===== src/hw/rtl/fbsc_pkg.sv =====
// Shared types and constants for the FAT boot sector classifier.
// Used by every module of the block; depends on nothing else.
`default_nettype none

package fbsc_pkg;

  // Byte position counter and the capture window.
  localparam int POS_W                = 13;
  localparam int DEF_MAX_SECTOR_BYTES = 4096;
  localparam logic [POS_W-1:0] POS_MAX   = {POS_W{1'b1}};
  localparam logic [POS_W-1:0] CAP_LIMIT = POS_W'(DEF_MAX_SECTOR_BYTES);

  // Header queue between the capture front and the compute back.
  localparam int QUEUE_DEPTH = 2;
  localparam int QPTR_W      = (QUEUE_DEPTH > 1) ? $clog2(QUEUE_DEPTH) : 1;
  localparam int QCNT_W      = $clog2(QUEUE_DEPTH + 1);

  // Root directory divide: numerator is entries * 32 + bps - 1.
  localparam int QUO_W  = 22;
  localparam int STEP_W = $clog2(QUO_W);

  // Configuration register indexes.
  localparam int CFG_IDX_W = 3;
  localparam int CFG_DATA_W = 32;
  localparam logic [CFG_IDX_W-1:0] CFG_SECTOR_SIZE   = 3'd0;
  localparam logic [CFG_IDX_W-1:0] CFG_MAX_CLUSTER   = 3'd1;
  localparam logic [CFG_IDX_W-1:0] CFG_FAT12_LIMIT   = 3'd2;
  localparam logic [CFG_IDX_W-1:0] CFG_FAT16_LIMIT   = 3'd3;
  localparam logic [CFG_IDX_W-1:0] CFG_FAT32_LIMIT   = 3'd4;

  // Configuration reset values.
  localparam logic [12:0] RST_SECTOR_SIZE = 13'd512;
  localparam logic [20:0] RST_MAX_CLUSTER = 21'd32768;
  localparam logic [31:0] RST_FAT12_LIMIT = 32'd4084;
  localparam logic [31:0] RST_FAT16_LIMIT = 32'd65524;
  localparam logic [31:0] RST_FAT32_LIMIT = 32'd268435445;

  // Boot record constants.
  localparam logic [7:0]  JMP_SHORT  = 8'hEB;
  localparam logic [7:0]  JMP_NOP    = 8'h90;
  localparam logic [7:0]  JMP_NEAR   = 8'hE9;
  localparam logic [15:0] BOOT_SIG   = 16'h55AA;

  // File system type codes.
  localparam logic [1:0] FS_INVALID = 2'd0;
  localparam logic [1:0] FS_FAT12   = 2'd1;
  localparam logic [1:0] FS_FAT16   = 2'd2;
  localparam logic [1:0] FS_FAT32   = 2'd3;

  typedef struct packed {
    logic [7:0] data_byte;
    logic       last_byte;
  } in_item_t;

  typedef struct packed {
    logic [1:0]  fs_type;
    logic [31:0] cluster_count;
  } out_item_t;

  typedef struct packed {
    logic [12:0] sector_size;
    logic [20:0] max_cluster_bytes;
    logic [31:0] fat12_cluster_limit;
    logic [31:0] fat16_cluster_limit;
    logic [31:0] fat32_cluster_limit;
  } cfg_t;

  // Captured boot record fields of one sector.
  typedef struct packed {
    logic [15:0] jump_bytes;
    logic [15:0] bytes_per_sector;
    logic [7:0]  sectors_per_cluster;
    logic [15:0] reserved_sectors;
    logic [7:0]  fat_copies;
    logic [15:0] root_entries;
    logic [15:0] small_total;
    logic [15:0] small_fat_size;
    logic [31:0] large_total;
    logic [31:0] large_fat_size;
    logic [15:0] signature_bytes;
  } hdr_t;

endpackage

`default_nettype wire


===== src/hw/rtl/fbsc_front.sv =====
// Capture front: takes sector bytes one per transfer and collects the
// boot record fields; pushes the finished header at the last byte. Uses fbsc_pkg.
`default_nettype none

module fbsc_front #(
  parameter int MAX_SECTOR_BYTES = fbsc_pkg::DEF_MAX_SECTOR_BYTES
) (
  input  wire logic             clk,
  input  wire logic             rst,
  input  wire logic             in_valid,
  output logic                  in_ready,
  input  wire fbsc_pkg::in_item_t in_data,
  output logic                  q_push,
  output fbsc_pkg::hdr_t        q_push_data,
  input  wire logic             q_full
);
  import fbsc_pkg::*;

  // Bytes at this offset and beyond are not captured.
  localparam logic [POS_W-1:0] CAP_END = POS_W'(MAX_SECTOR_BYTES);

  logic [POS_W-1:0] pos;
  hdr_t             cur;
  hdr_t             cur_next;
  logic             accept;
  logic [7:0]       b;

  assign in_ready = !q_full;
  assign accept   = in_valid && in_ready;
  assign b        = in_data.data_byte;

  // Merge the incoming byte into the field that owns its offset.
  always_comb begin
    cur_next = cur;
    if (pos < CAP_END) begin
      unique case (pos)
        13'd0:   cur_next.jump_bytes[15:8]          = b;
        13'd2:   cur_next.jump_bytes[7:0]           = b;
        13'd11:  cur_next.bytes_per_sector[7:0]     = b;
        13'd12:  cur_next.bytes_per_sector[15:8]    = b;
        13'd13:  cur_next.sectors_per_cluster       = b;
        13'd14:  cur_next.reserved_sectors[7:0]     = b;
        13'd15:  cur_next.reserved_sectors[15:8]    = b;
        13'd16:  cur_next.fat_copies                = b;
        13'd17:  cur_next.root_entries[7:0]         = b;
        13'd18:  cur_next.root_entries[15:8]        = b;
        13'd19:  cur_next.small_total[7:0]          = b;
        13'd20:  cur_next.small_total[15:8]         = b;
        13'd22:  cur_next.small_fat_size[7:0]       = b;
        13'd23:  cur_next.small_fat_size[15:8]      = b;
        13'd32:  cur_next.large_total[7:0]          = b;
        13'd33:  cur_next.large_total[15:8]         = b;
        13'd34:  cur_next.large_total[23:16]        = b;
        13'd35:  cur_next.large_total[31:24]        = b;
        13'd36:  cur_next.large_fat_size[7:0]       = b;
        13'd37:  cur_next.large_fat_size[15:8]      = b;
        13'd38:  cur_next.large_fat_size[23:16]     = b;
        13'd39:  cur_next.large_fat_size[31:24]     = b;
        13'd510: cur_next.signature_bytes[15:8]     = b;
        13'd511: cur_next.signature_bytes[7:0]      = b;
        default: ;
      endcase
    end
  end

  // The header including the last byte goes to the queue.
  assign q_push      = accept && in_data.last_byte;
  assign q_push_data = cur_next;

  // Position and field registers; both clear after the last byte.
  always_ff @(posedge clk) begin
    if (rst) begin
      pos <= '0;
      cur <= '0;
    end else if (accept) begin
      if (in_data.last_byte) begin
        pos <= '0;
        cur <= '0;
      end else begin
        cur <= cur_next;
        if (pos != POS_MAX) begin
          pos <= pos + 1'b1;
        end
      end
    end
  end

endmodule

`default_nettype wire


===== src/hw/rtl/fbsc_queue.sv =====
// Short header queue between the capture front and the compute back.
// Register based, QUEUE_DEPTH entries; uses fbsc_pkg.
`default_nettype none

module fbsc_queue (
  input  wire logic           clk,
  input  wire logic           rst,
  input  wire logic           push,
  input  wire fbsc_pkg::hdr_t push_data,
  output logic                full,
  input  wire logic           pop,
  output fbsc_pkg::hdr_t      head,
  output logic                empty
);
  import fbsc_pkg::*;

  hdr_t              slots [QUEUE_DEPTH];
  logic [QPTR_W-1:0] wr_ptr;
  logic [QPTR_W-1:0] rd_ptr;
  logic [QCNT_W-1:0] count;
  logic              do_push;
  logic              do_pop;

  assign full    = (count == QCNT_W'(QUEUE_DEPTH));
  assign empty   = (count == '0);
  assign head    = slots[rd_ptr];
  assign do_push = push && !full;
  assign do_pop  = pop && !empty;

  function automatic logic [QPTR_W-1:0] ptr_inc(input logic [QPTR_W-1:0] p);
    logic [QPTR_W-1:0] r;
    if (p == QPTR_W'(QUEUE_DEPTH - 1)) begin
      r = '0;
    end else begin
      r = p + 1'b1;
    end
    return r;
  endfunction

  // Storage needs no reset; only the pointers and count do.
  always_ff @(posedge clk) begin
    if (do_push) begin
      slots[wr_ptr] <= push_data;
    end
  end

  always_ff @(posedge clk) begin
    if (rst) begin
      wr_ptr <= '0;
      rd_ptr <= '0;
      count  <= '0;
    end else begin
      if (do_push) begin
        wr_ptr <= ptr_inc(wr_ptr);
      end
      if (do_pop) begin
        rd_ptr <= ptr_inc(rd_ptr);
      end
      if (do_push && !do_pop) begin
        count <= count + 1'b1;
      end else if (do_pop && !do_push) begin
        count <= count - 1'b1;
      end
    end
  end

endmodule

`default_nettype wire


===== src/hw/rtl/fbsc_back.sv =====
// Compute back: checks a queued header, divides out the root directory
// sectors bit by bit, derives the cluster count and classifies. Uses fbsc_pkg.
`default_nettype none

module fbsc_back (
  input  wire logic            clk,
  input  wire logic            rst,
  input  wire fbsc_pkg::cfg_t  cfg,
  input  wire logic            q_empty,
  input  wire fbsc_pkg::hdr_t  q_head,
  output logic                 q_pop,
  output logic                 out_valid,
  input  wire logic            out_ready,
  output fbsc_pkg::out_item_t  out_data
);
  import fbsc_pkg::*;

  localparam logic [2:0] S_IDLE  = 3'd0;
  localparam logic [2:0] S_CHK   = 3'd1;
  localparam logic [2:0] S_DIV   = 3'd2;
  localparam logic [2:0] S_ADD   = 3'd3;
  localparam logic [2:0] S_SUB   = 3'd4;
  localparam logic [2:0] S_CLASS = 3'd5;
  localparam logic [2:0] S_DONE  = 3'd6;

  logic [2:0]        state;
  hdr_t              h;
  logic [31:0]       prod;
  logic [31:0]       tot;
  logic [2:0]        shamt;
  logic [15:0]       rem;
  logic [QUO_W-1:0]  quo;
  logic [STEP_W-1:0] step;
  logic [31:0]       sum;
  logic [31:0]       count;
  logic [1:0]        res_type;
  logic [31:0]       res_count;

  // Header check terms.
  logic        jump_ok;
  logic        spc_pow2;
  logic [23:0] clus_bytes;
  logic        hdr_ok;
  logic [31:0] fsz_sel;
  logic [31:0] fat_prod;
  logic [QUO_W-1:0] num;

  // Divider step terms.
  logic [16:0] rem_sh;
  logic        fits;
  logic [16:0] rem_sub;

  logic        out_free;

  function automatic logic [2:0] spc_log2(input logic [7:0] v);
    logic [2:0] r;
    r = '0;
    for (int i = 0; i < 8; i++) begin
      if (v[i]) begin
        r = 3'(i);
      end
    end
    return r;
  endfunction

  // Header checks and the operands prepared in the check step.
  always_comb begin
    jump_ok = ((h.jump_bytes[15:8] == JMP_SHORT) && (h.jump_bytes[7:0] == JMP_NOP)) ||
              (h.jump_bytes[15:8] == JMP_NEAR);
    spc_pow2   = (h.sectors_per_cluster != '0) &&
                 ((h.sectors_per_cluster & (h.sectors_per_cluster - 8'd1)) == '0);
    clus_bytes = {8'd0, h.bytes_per_sector} * {16'd0, h.sectors_per_cluster};
    hdr_ok     = jump_ok &&
                 (h.bytes_per_sector == {3'b000, cfg.sector_size}) &&
                 (h.bytes_per_sector != '0) &&
                 spc_pow2 &&
                 (clus_bytes <= {3'b000, cfg.max_cluster_bytes}) &&
                 (h.reserved_sectors != '0) &&
                 (h.signature_bytes == BOOT_SIG);
    fsz_sel    = (h.small_fat_size != '0) ? {16'd0, h.small_fat_size} : h.large_fat_size;
    fat_prod   = {24'd0, h.fat_copies} * fsz_sel;
    num        = {1'b0, h.root_entries, 5'b00000} +
                 {6'd0, h.bytes_per_sector} - QUO_W'(1);
  end

  // One restoring divide step: root = num / bps.
  always_comb begin
    rem_sh  = {rem, quo[QUO_W-1]};
    fits    = (rem_sh >= {1'b0, h.bytes_per_sector});
    rem_sub = rem_sh - {1'b0, h.bytes_per_sector};
  end

  assign out_free = !out_valid || out_ready;
  assign q_pop    = (state == S_IDLE) && !q_empty;

  // Sequencer and datapath registers.
  always_ff @(posedge clk) begin
    if (rst) begin
      state <= S_IDLE;
    end else begin
      unique case (state)
        S_IDLE: begin
          if (!q_empty) begin
            h     <= q_head;
            state <= S_CHK;
          end
        end
        S_CHK: begin
          prod  <= fat_prod;
          tot   <= (h.small_total != '0) ? {16'd0, h.small_total} : h.large_total;
          shamt <= spc_log2(h.sectors_per_cluster);
          rem   <= '0;
          quo   <= num;
          step  <= STEP_W'(QUO_W - 1);
          if (hdr_ok) begin
            state <= S_DIV;
          end else begin
            res_type  <= FS_INVALID;
            res_count <= '0;
            state     <= S_DONE;
          end
        end
        S_DIV: begin
          rem <= fits ? rem_sub[15:0] : rem_sh[15:0];
          quo <= {quo[QUO_W-2:0], fits};
          if (step == '0) begin
            state <= S_ADD;
          end else begin
            step <= step - 1'b1;
          end
        end
        S_ADD: begin
          sum   <= {16'd0, h.reserved_sectors} + prod + {{(32-QUO_W){1'b0}}, quo};
          state <= S_SUB;
        end
        S_SUB: begin
          count <= (tot - sum) >> shamt;
          state <= S_CLASS;
        end
        S_CLASS: begin
          res_count <= count;
          if (count <= cfg.fat12_cluster_limit) begin
            res_type <= FS_FAT12;
          end else if (count <= cfg.fat16_cluster_limit) begin
            res_type <= FS_FAT16;
          end else if (count <= cfg.fat32_cluster_limit) begin
            res_type <= FS_FAT32;
          end else begin
            res_type <= FS_INVALID;
          end
          state <= S_DONE;
        end
        S_DONE: begin
          if (out_free) begin
            state <= S_IDLE;
          end
        end
        default: state <= S_IDLE;
      endcase
    end
  end

  // Output register: loads when the result is done and the slot is free.
  always_ff @(posedge clk) begin
    if (rst) begin
      out_valid <= 1'b0;
    end else if ((state == S_DONE) && out_free) begin
      out_valid <= 1'b1;
    end else if (out_ready) begin
      out_valid <= 1'b0;
    end
  end

  always_ff @(posedge clk) begin
    if ((state == S_DONE) && out_free) begin
      out_data.fs_type       <= res_type;
      out_data.cluster_count <= res_count;
    end
  end

endmodule

`default_nettype wire


===== src/hw/rtl/fat_boot_sector_classifier.sv =====
// FAT boot sector classifier, top level: configuration registers, capture
// front, header queue and compute back. Uses fbsc_pkg and the fbsc_* modules.
//
// Usage: the bytes of a partition's first sector enter on the input channel
// (in_valid / in_ready / in_data), one byte per transfer from offset 0, with
// last_byte set on the final byte. Each sector gives one result on the output
// channel (out_valid / out_ready / out_data): the FAT type and cluster count.
// Bytes are taken at one per cycle. After the last byte is transferred, a
// valid header passes through the check, the 22-step bit-serial root
// directory divide and the add, subtract and classify steps; a header that
// fails the check goes straight to the result, which waits for a free output.
// A two-entry header queue lets the next sector stream in meanwhile; the
// input stalls only when that queue is full. A stalled receiver holds the
// result in the output register and the back waits, then the queue fills.
// Configuration writes (cfg_we / cfg_index / cfg_wdata) take effect at once
// and belong in idle periods; unknown indexes are ignored. Synchronous reset
// restores the default configuration, clears the capture front's fields and empties the header queue.
`default_nettype none

module fat_boot_sector_classifier #(
  parameter int MAX_SECTOR_BYTES = fbsc_pkg::DEF_MAX_SECTOR_BYTES
) (
  input  wire logic                              clk,
  input  wire logic                              rst,
  input  wire logic                              in_valid,
  output logic                                   in_ready,
  input  wire fbsc_pkg::in_item_t                in_data,
  output logic                                   out_valid,
  input  wire logic                              out_ready,
  output fbsc_pkg::out_item_t                    out_data,
  input  wire logic                              cfg_we,
  input  wire logic [fbsc_pkg::CFG_IDX_W-1:0]    cfg_index,
  input  wire logic [fbsc_pkg::CFG_DATA_W-1:0]   cfg_wdata
);
  import fbsc_pkg::*;

  cfg_t cfg;
  logic q_push;
  hdr_t q_push_data;
  logic q_full;
  logic q_pop;
  hdr_t q_head;
  logic q_empty;

  // Configuration registers.
  always_ff @(posedge clk) begin
    if (rst) begin
      cfg.sector_size         <= RST_SECTOR_SIZE;
      cfg.max_cluster_bytes   <= RST_MAX_CLUSTER;
      cfg.fat12_cluster_limit <= RST_FAT12_LIMIT;
      cfg.fat16_cluster_limit <= RST_FAT16_LIMIT;
      cfg.fat32_cluster_limit <= RST_FAT32_LIMIT;
    end else if (cfg_we) begin
      unique case (cfg_index)
        CFG_SECTOR_SIZE: cfg.sector_size         <= cfg_wdata[12:0];
        CFG_MAX_CLUSTER: cfg.max_cluster_bytes   <= cfg_wdata[20:0];
        CFG_FAT12_LIMIT: cfg.fat12_cluster_limit <= cfg_wdata;
        CFG_FAT16_LIMIT: cfg.fat16_cluster_limit <= cfg_wdata;
        CFG_FAT32_LIMIT: cfg.fat32_cluster_limit <= cfg_wdata;
        default: ;
      endcase
    end
  end

  // Byte capture.
  fbsc_front #(
    .MAX_SECTOR_BYTES (MAX_SECTOR_BYTES)
  ) u_front (
    .clk         (clk),
    .rst         (rst),
    .in_valid    (in_valid),
    .in_ready    (in_ready),
    .in_data     (in_data),
    .q_push      (q_push),
    .q_push_data (q_push_data),
    .q_full      (q_full)
  );

  // Header queue.
  fbsc_queue u_queue (
    .clk       (clk),
    .rst       (rst),
    .push      (q_push),
    .push_data (q_push_data),
    .full      (q_full),
    .pop       (q_pop),
    .head      (q_head),
    .empty     (q_empty)
  );

  // Checks, divide and classification.
  fbsc_back u_back (
    .clk       (clk),
    .rst       (rst),
    .cfg       (cfg),
    .q_empty   (q_empty),
    .q_head    (q_head),
    .q_pop     (q_pop),
    .out_valid (out_valid),
    .out_ready (out_ready),
    .out_data  (out_data)
  );

endmodule

`default_nettype wire


===== config.mk =====
export PLATFORM = sky130hd
export DESIGN_NAME = fat_boot_sector_classifier
export DESIGN_NICKNAME = d
export VERILOG_FILES = /design/src/hw/rtl/fbsc_pkg.sv /design/src/hw/rtl/fbsc_front.sv /design/src/hw/rtl/fbsc_queue.sv /design/src/hw/rtl/fbsc_back.sv /design/src/hw/rtl/fat_boot_sector_classifier.sv
export SDC_FILE = /design/constraint.sdc
export NUM_CORES = 2
export LEC_CHECK = 0
export BUFFER_PORTS_ARGS = -buffer_cell sky130_fd_sc_hd__buf_4
export CAP_MARGIN = 20
export CORE_UTILIZATION = 40
export CTS_CLUSTER_SIZE = 12
export DETAILED_ROUTE_END_ITERATION = 12
export PLACE_DENSITY = 0.64
export SKIP_CTS_REPAIR_TIMING = 1
export SYNTH_ARGS = -nofsm -noshare
export SYNTH_HDL_FRONTEND = slang
export SYNTH_HIERARCHICAL = 1
export SYNTH_SLANG_ARGS = --single-unit

===== constraint.sdc =====
create_clock -name clk -period 20.9 [get_ports clk]
set_clock_uncertainty 0.15 [all_clocks]
set_input_delay 2.09 -clock clk [delete_from_list [all_inputs] [get_ports clk]]
set_output_delay 2.09 -clock clk [all_outputs]
set_load 0.02 [all_outputs]

== After elaboration in Yosys (flattened, before gate mapping) ==
Memory sizes are Yosys's and may differ from the RTL's. A register that Yosys moved wholly into a read port is not among the register bits.
Cells that the tools add are included.

* Register bits: 585
* Memory bits (writable): 384
* Input bits: 49
* Logic and storage cells: 224
* Memories kept: 1

* Add/sub/neg operators: 13
* $mul: 2
* Magnitude comparators: 6
* Equal/unequal tests: 45
* Shifts and indexed selects: 1
* Mux-type cells: 61
* Bitwise logic cells: 3
* Reduce and logical (&&, ||, !) cells: 55

{| class="wikitable"
|+ Memory list
! name !! depth !! bits a word !! rd ports !! clocked after memory_dff !! wr ports !! line !! source
|-
| u_queue.slots || 2 || 192 || 1 || 1 || 1 || fbsc_queue.sv:17 || <nowiki>hdr_t slots [QUEUE_DEPTH];</nowiki>
|}

{| class="wikitable"
|+ Operator list
! cell !! number
|-
| 2-to-1 mux 192 bit || 2
|-
| 2-to-1 mux 8 bit || 24
|-
| == test 13 x 6 -> 1 bit, second input constant || 8
|-
| <= comparator 32 bit || 3
|-
| == test 13 x 5 -> 1 bit, second input constant || 7
|-
| == test 13 x 4 -> 1 bit, second input constant || 5
|-
| 2-to-1 mux 32 bit || 2
|-
| case mux 32 bit (2 select lines) || 1
|-
| nonzero test 16 bit || 4
|-
| case mux 22 bit (2 select lines) || 1
|-
| adder 16 x 32 -> 32 bit || 1
|-
| adder 32 x 22 -> 32 bit || 1
|-
| multiplier 8 x 32 -> 32 bit || 1
|-
| 2-to-1 mux 16 bit || 2
|-
| case mux 16 bit (2 select lines) || 1
|-
| >> shifter 32 x 3 -> 32 bit || 1
|-
| subtractor 32 bit || 1
|-
| == test 13 x 9 -> 1 bit, second input constant || 2
|-
| 2-to-1 mux 13 bit || 2
|-
| == test 8 bit, second input constant || 3
|-
| <= comparator 24 x 21 -> 1 bit || 1
|-
| multiplier 16 x 8 -> 24 bit || 1
|-
| adder 21 x 16 -> 22 bit || 1
|-
| subtractor 22 x 1 -> 22 bit, second input constant || 1
|-
| 42 further kinds || 110
|}

== Longest topological paths before layout ==
* Word-level depth: 11
* Depth in mapped cells: 32
* Depth with buffers taken out: 30

== By module ==
Netlist, hierarchy kept.

{| class="wikitable"
|+ Modules (own cells, without submodules)
! module !! instances !! cells each !! area each (um2) !! sequential area each (um2)
|-
| fbsc_back || 1 || 3237 || 34491.8 || 13112.6
|-
| fbsc_queue || 1 || 622 || 14133.6 || 11631.2
|-
| fbsc_front || 1 || 1043 || 10014.6 || 4103.9
|-
| fat_boot_sector_classifier || 1 || 493 || 5168.7 || 2602.5
|}

== Least setup slack after synthesis ==
No wires, ideal clock.

* Path type: input -> register
* Start point: input rst
* End point: register u_back/h[0] (netlist name) (enable)
* Setup time: 0.979 ns
* Arrival time: 15.311 ns
* Required time: 19.771 ns
* Setup slack: 4.460 ns
* Stages: 2
* Path through: clkbuf_1 -> nor3_1

* Cells in the longest elaborated chain, start to end: 2

{| class="wikitable"
|+ Ends and longest elaborated chain
! element !! line !! source
|-
| from (decl) || fat_boot_sector_classifier.sv:24 || <nowiki>input wire logic rst,</nowiki>
|-
| inverter 1 bit (no source line) || -- ||
|-
| AND reduction 3 bit (no source line) || -- ||
|-
| to (signal assigned) || fbsc_back.sv:104 || <nowiki>h <= q_head;</nowiki>
|-
| to (decl) || fbsc_back.sv:27 || <nowiki>hdr_t h;</nowiki>
|}

No other way between the ends.
A chain may end at the register's enable or synchronous reset.

== Worst setup path in the final report ==
* Start point: register u_back/h[159] (netlist name)
* End point: register u_back.res_count[22] (enable)

* Cells in the longest elaborated chain, start to end: 10

{| class="wikitable"
|+ Ends and longest elaborated chain
! element !! line !! source
|-
| branches (longest 5 deep; another with multiplier 16 x 8 -> 24 bit) || -- ||
|-
| logical AND 1 bit * || fbsc_back.sv:76 || <nowiki>spc_pow2 &&</nowiki>
|-
| logical AND 1 bit * || fbsc_back.sv:77 || <nowiki>(clus_bytes <= {3'b000, cfg.max_cluster_bytes}) &&</nowiki>
|-
| logical AND 1 bit * || fbsc_back.sv:78 || <nowiki>(h.reserved_sectors != '0) &&</nowiki>
|-
| inequality test 2 bit (no source line) * || -- ||
|-
| AND reduction 3 bit (no source line) * || -- ||
|-
| to (signal assigned) || fbsc_back.sv:141 || <nowiki>res_count <= count;</nowiki>
|-
| to (decl) || fbsc_back.sv:37 || <nowiki>logic [31:0] res_count;</nowiki>
|}

Mark *: on every way between the ends.

==> run_results.csv <==
group,metric,value,unit
timing,rsz_0062_raised_after_global_routing,"false",
synth,synth_edf_count,818,
place,post_dp_hpwl,105400,um
power_and_ir_drop,power,10.31,mW
synth,fraction_of_registers_with_async_set_reset,0,%
floorplan,row_count,146,
setup_path,crit_path_start_kind,"register",
drt,drtPass1Iterations,5,
floorplan,width_of_the_chip,401.4,um
synth,post_synth_inst_count,5395,
setup_path,cp-startpoint,"u_back/h[159]",
synth,ys_seq_area_share,49.29,%
drt,routed-via-count,40201,
final_layout,fillerInstances,14339,
power_and_ir_drop,cellPowerDensity,146.5,nW/um^2
synth,synthesis.area_per_instance,11.83,sq um
power_and_ir_drop,static-leakage-power,28.30,nW
run,drv.max_cap_violation_count,0,
setup_path,critical_path_peak_fanout,34,
final_layout,multi_input_comb_area,29490,sq um
floorplan,ios,85,
drt,wire_length_reported_by_the_detailed_router,151300,um
timing,final_worst_path_cycle_share,37.57,%
drt,drtAntennaViolNets,0,
synth,netlist.top_cell.by_area,"edfxtp_1",
synth,synth_largest_type_area_fraction,38.50,%
timing,timing.final.setup_violations,0,
synth,synth.distinct_cells,89,
final_layout,final_net_count,6027,
synth,synth_area_leaders,"edfxtp_1 (38%), dfxtp_1 (11%), fa_1 (8.2%)",
place,dpl_cell_area,66350,sq um
drt,dr.first_iter.drc_count,2957,
clock_tree,cts_tree,"yes",
drt,vias_per_cell,5.304,
grt,grt_antenna_before_repair,1,
timing,timing_max_transition_violations_final,0,
synth,post-synth-top-count-cell,"edfxtp_1",
worst_hold_path,hold_class,"register to register",
drt,drc_errors,0,
timing,max-slew-margin-rel,28.06,%
power_and_ir_drop,peakVddDrop,0.2116,mV
final_layout,postLayoutCellArea,70350,sq um
clock_tree,ctsRootBufferMaster,"clkbuf_16",
timing,worst_margin_pin_slew,1.079,ns
floorplan,die-height,401.4,um
final_layout,final-seq-area,31450,sq um
grt,grt_pass1_wl,235000,um
setup_path,critical_path_class,"register to register",
final_layout,fin_util,44.42,%
synth,synth_warnings,6,
clock_tree,worst_skew_pair.late_latency,0.77,ns
synth,postSynth.topFlopCell,"edfxtp_1",
synth,synth.cells.most_frequent,"edfxtp_1 (818), inv_1 (484), nand2_1 (472)",
final_layout,area_growth,10.25,%
timing,max_clock_freq,127.3,MHz
synth,synth_fp_nets,6019,
timing,fin_tns_setup,0,ns
grt,gr-total-overflow,0,
grt,grt_start_max_net_pins,139,
drt,routed_length_per_placed_instance,19.96,um
final_layout,antenna-diode-count,0,
final_layout,layout-drive-gt1-share,13.36,%
place,placement.io_buffers,84,
clock_tree,cts.sinks,1162,
setup_path,worstPathArrival,8.10,ns
clock_tree,cts_made_buffers,120,
setup_path,reg2reg_from,"u_back/h[159]",
worst_hold_path,timing.hold.worst.start,"u_back/res_count[29]",
grt,grt_resource_usage_total,18.57,%
synth,ys_ff_latch,1162,
clock_tree,number_of_buffers_on_the_longest_clock_path,3,
status,outcome,"completed",
timing,finalHoldViolCount,0,
grt,via_count_of_the_first_global_routing_pass,40253,
setup_path,cp-end-kind,"register",
floorplan,core,158400,sq um
floorplan,initial_core_util,40.29,%
floorplan,dieArea,161100,sq um
clock_tree,clk_pin_slew,0.06,ns
timing,period_needed,7.853,ns
clock_tree,htreeDepth,3,
synth,synthesis.area,63810,sq um
setup_path,cp_data_required_time,21.14,ns
place,gpl.final_weighted_congestion,0.8657,
## layout make-up
type,instances,share of cell area [%]
flip-flops and latches,1162,44.71
multi-input cells,3502,41.92
clock buffers,194,4.941
well taps,2072,3.685
inverters,486,2.600
repair buffers,131,1.421
clock inverters,32,0.7221
## layer usage
metal / GRT usage, % / share of wire (%) / wire (um) / vias to the layer above
met3: 2.247 / 4.4 / 6620 / 192
met2: 30.68 / 47 / 71070 / 960
met5: 0 / 0.0060 / 9 / -
met4: 5.498 / 2.4 / 3669 / 2
li1: - / - / - / 19100
met1: 25.55 / 46 / 69890 / 19947
## critical path, cell delays in order, from the launching register on
cell and delay (ns):
edfxtp_1 0.68, and2_1 0.31, fa_1 0.54, inv_1 0.06, fa_1 0.51, fa_1 0.52, fa_1 0.56, inv_1 0.05
ha_1 0.34, a21oi_1 0.24, nand2b_1 0.16, or3_1 0.38, a2111oi_0 0.61, nor3_1 0.18, nor3_1 0.26, ha_1 0.17
and3_1 0.16, nand3_1 0.09, nor4_1 0.26, a21oi_1 0.08, or4_1 0.63, nor2_1 0.17, nor3_2 0.06, buf_4 0.28
## report_power, final
group / total (mW) / switching (mW) / internal (mW)
Clock: 2.14 / 0.906 / 1.23
Sequential: 3.16 / 0.217 / 2.94
Combinational: 5.01 / 2.85 / 2.16
## layout by cell type, fill, tap and decap left out, types with 36 or more instances in the layout
cell type  netlist  routed
a21o_1          85      85
clkbuf_16        0     121
mux2_2         358     358
nand2_1        472     472
and3_1          98      98
clkbuf_1       176      55
o21ai_0        148     148
edfxtp_1       818     818
a21oi_1        147     146
inv_1          484     483
nor2b_1         43      43
nand4_1         60      60
nor3_1          56      51
o21a_1          36      36
and2_1         154     153
mux2i_1        160     160
dfxtp_1        344     343
a22o_1         130     130
fa_1           260     260
nand2b_1       147     147
buf_4            8     128
ha_1           315     315
nand3_1         47      47
o211ai_1        76      76
nor2_1         247     247
xnor2_1        100     100
xor2_1          51      51
## registers in the layout, indices dropped and copies added, names as in the netlist, 16 cells and up, named ones only
name / count
u_back/tot: 32
cfg: 130
u_back/res_count: 32
u_back/quo: 22
u_back/rem: 16
u_back/prod: 32
u_back/count: 32
u_back/h: 192
u_queue/slots: 384
u_back/sum: 32
u_front/cur: 192
u_back/out_data: 34
## through the flow
step	hold slack, ns	std cells	worst slack [ns]
floorplan	0.2503	5395	4.460
global placement	0.2532	7351	13.18
detailed placement	0.2545	7351	13.10
CTS	0.2635	7577	12.96
global route	0.2651	7579	12.67
finish	0.2621	7579	13.05
## final timing paths
path	endpoint	slack, ns	depth (start not counted)
setup / recovery	u_back/res_count[22]	13.05	23
hold / removal	u_back/out_data[29]	0.26	0
setup reg to reg	u_back/res_count[22]	13.05	23
hold reg to reg	u_back/out_data[29]	0.26	0
## cell families (layout without fill, tap and decap cells)
family | count (synthesis) | in the layout | share of synthesized area, %
multiplexers | 533 | 533 | 9.363
XOR/XNOR | 151 | 151 | 2.073
AO/OA/AOI/OAI | 783 | 783 | 8.463
flip-flops | 1162 | 1162 | 49.29
adder cells (fa/ha/maj) | 575 | 575 | 14.33
buffers and inverters | 731 | 843 | 4.641
AND/OR/NAND/NOR | 1460 | 1460 | 11.84
Note: power is estimated with default switching activity, not from simulation.
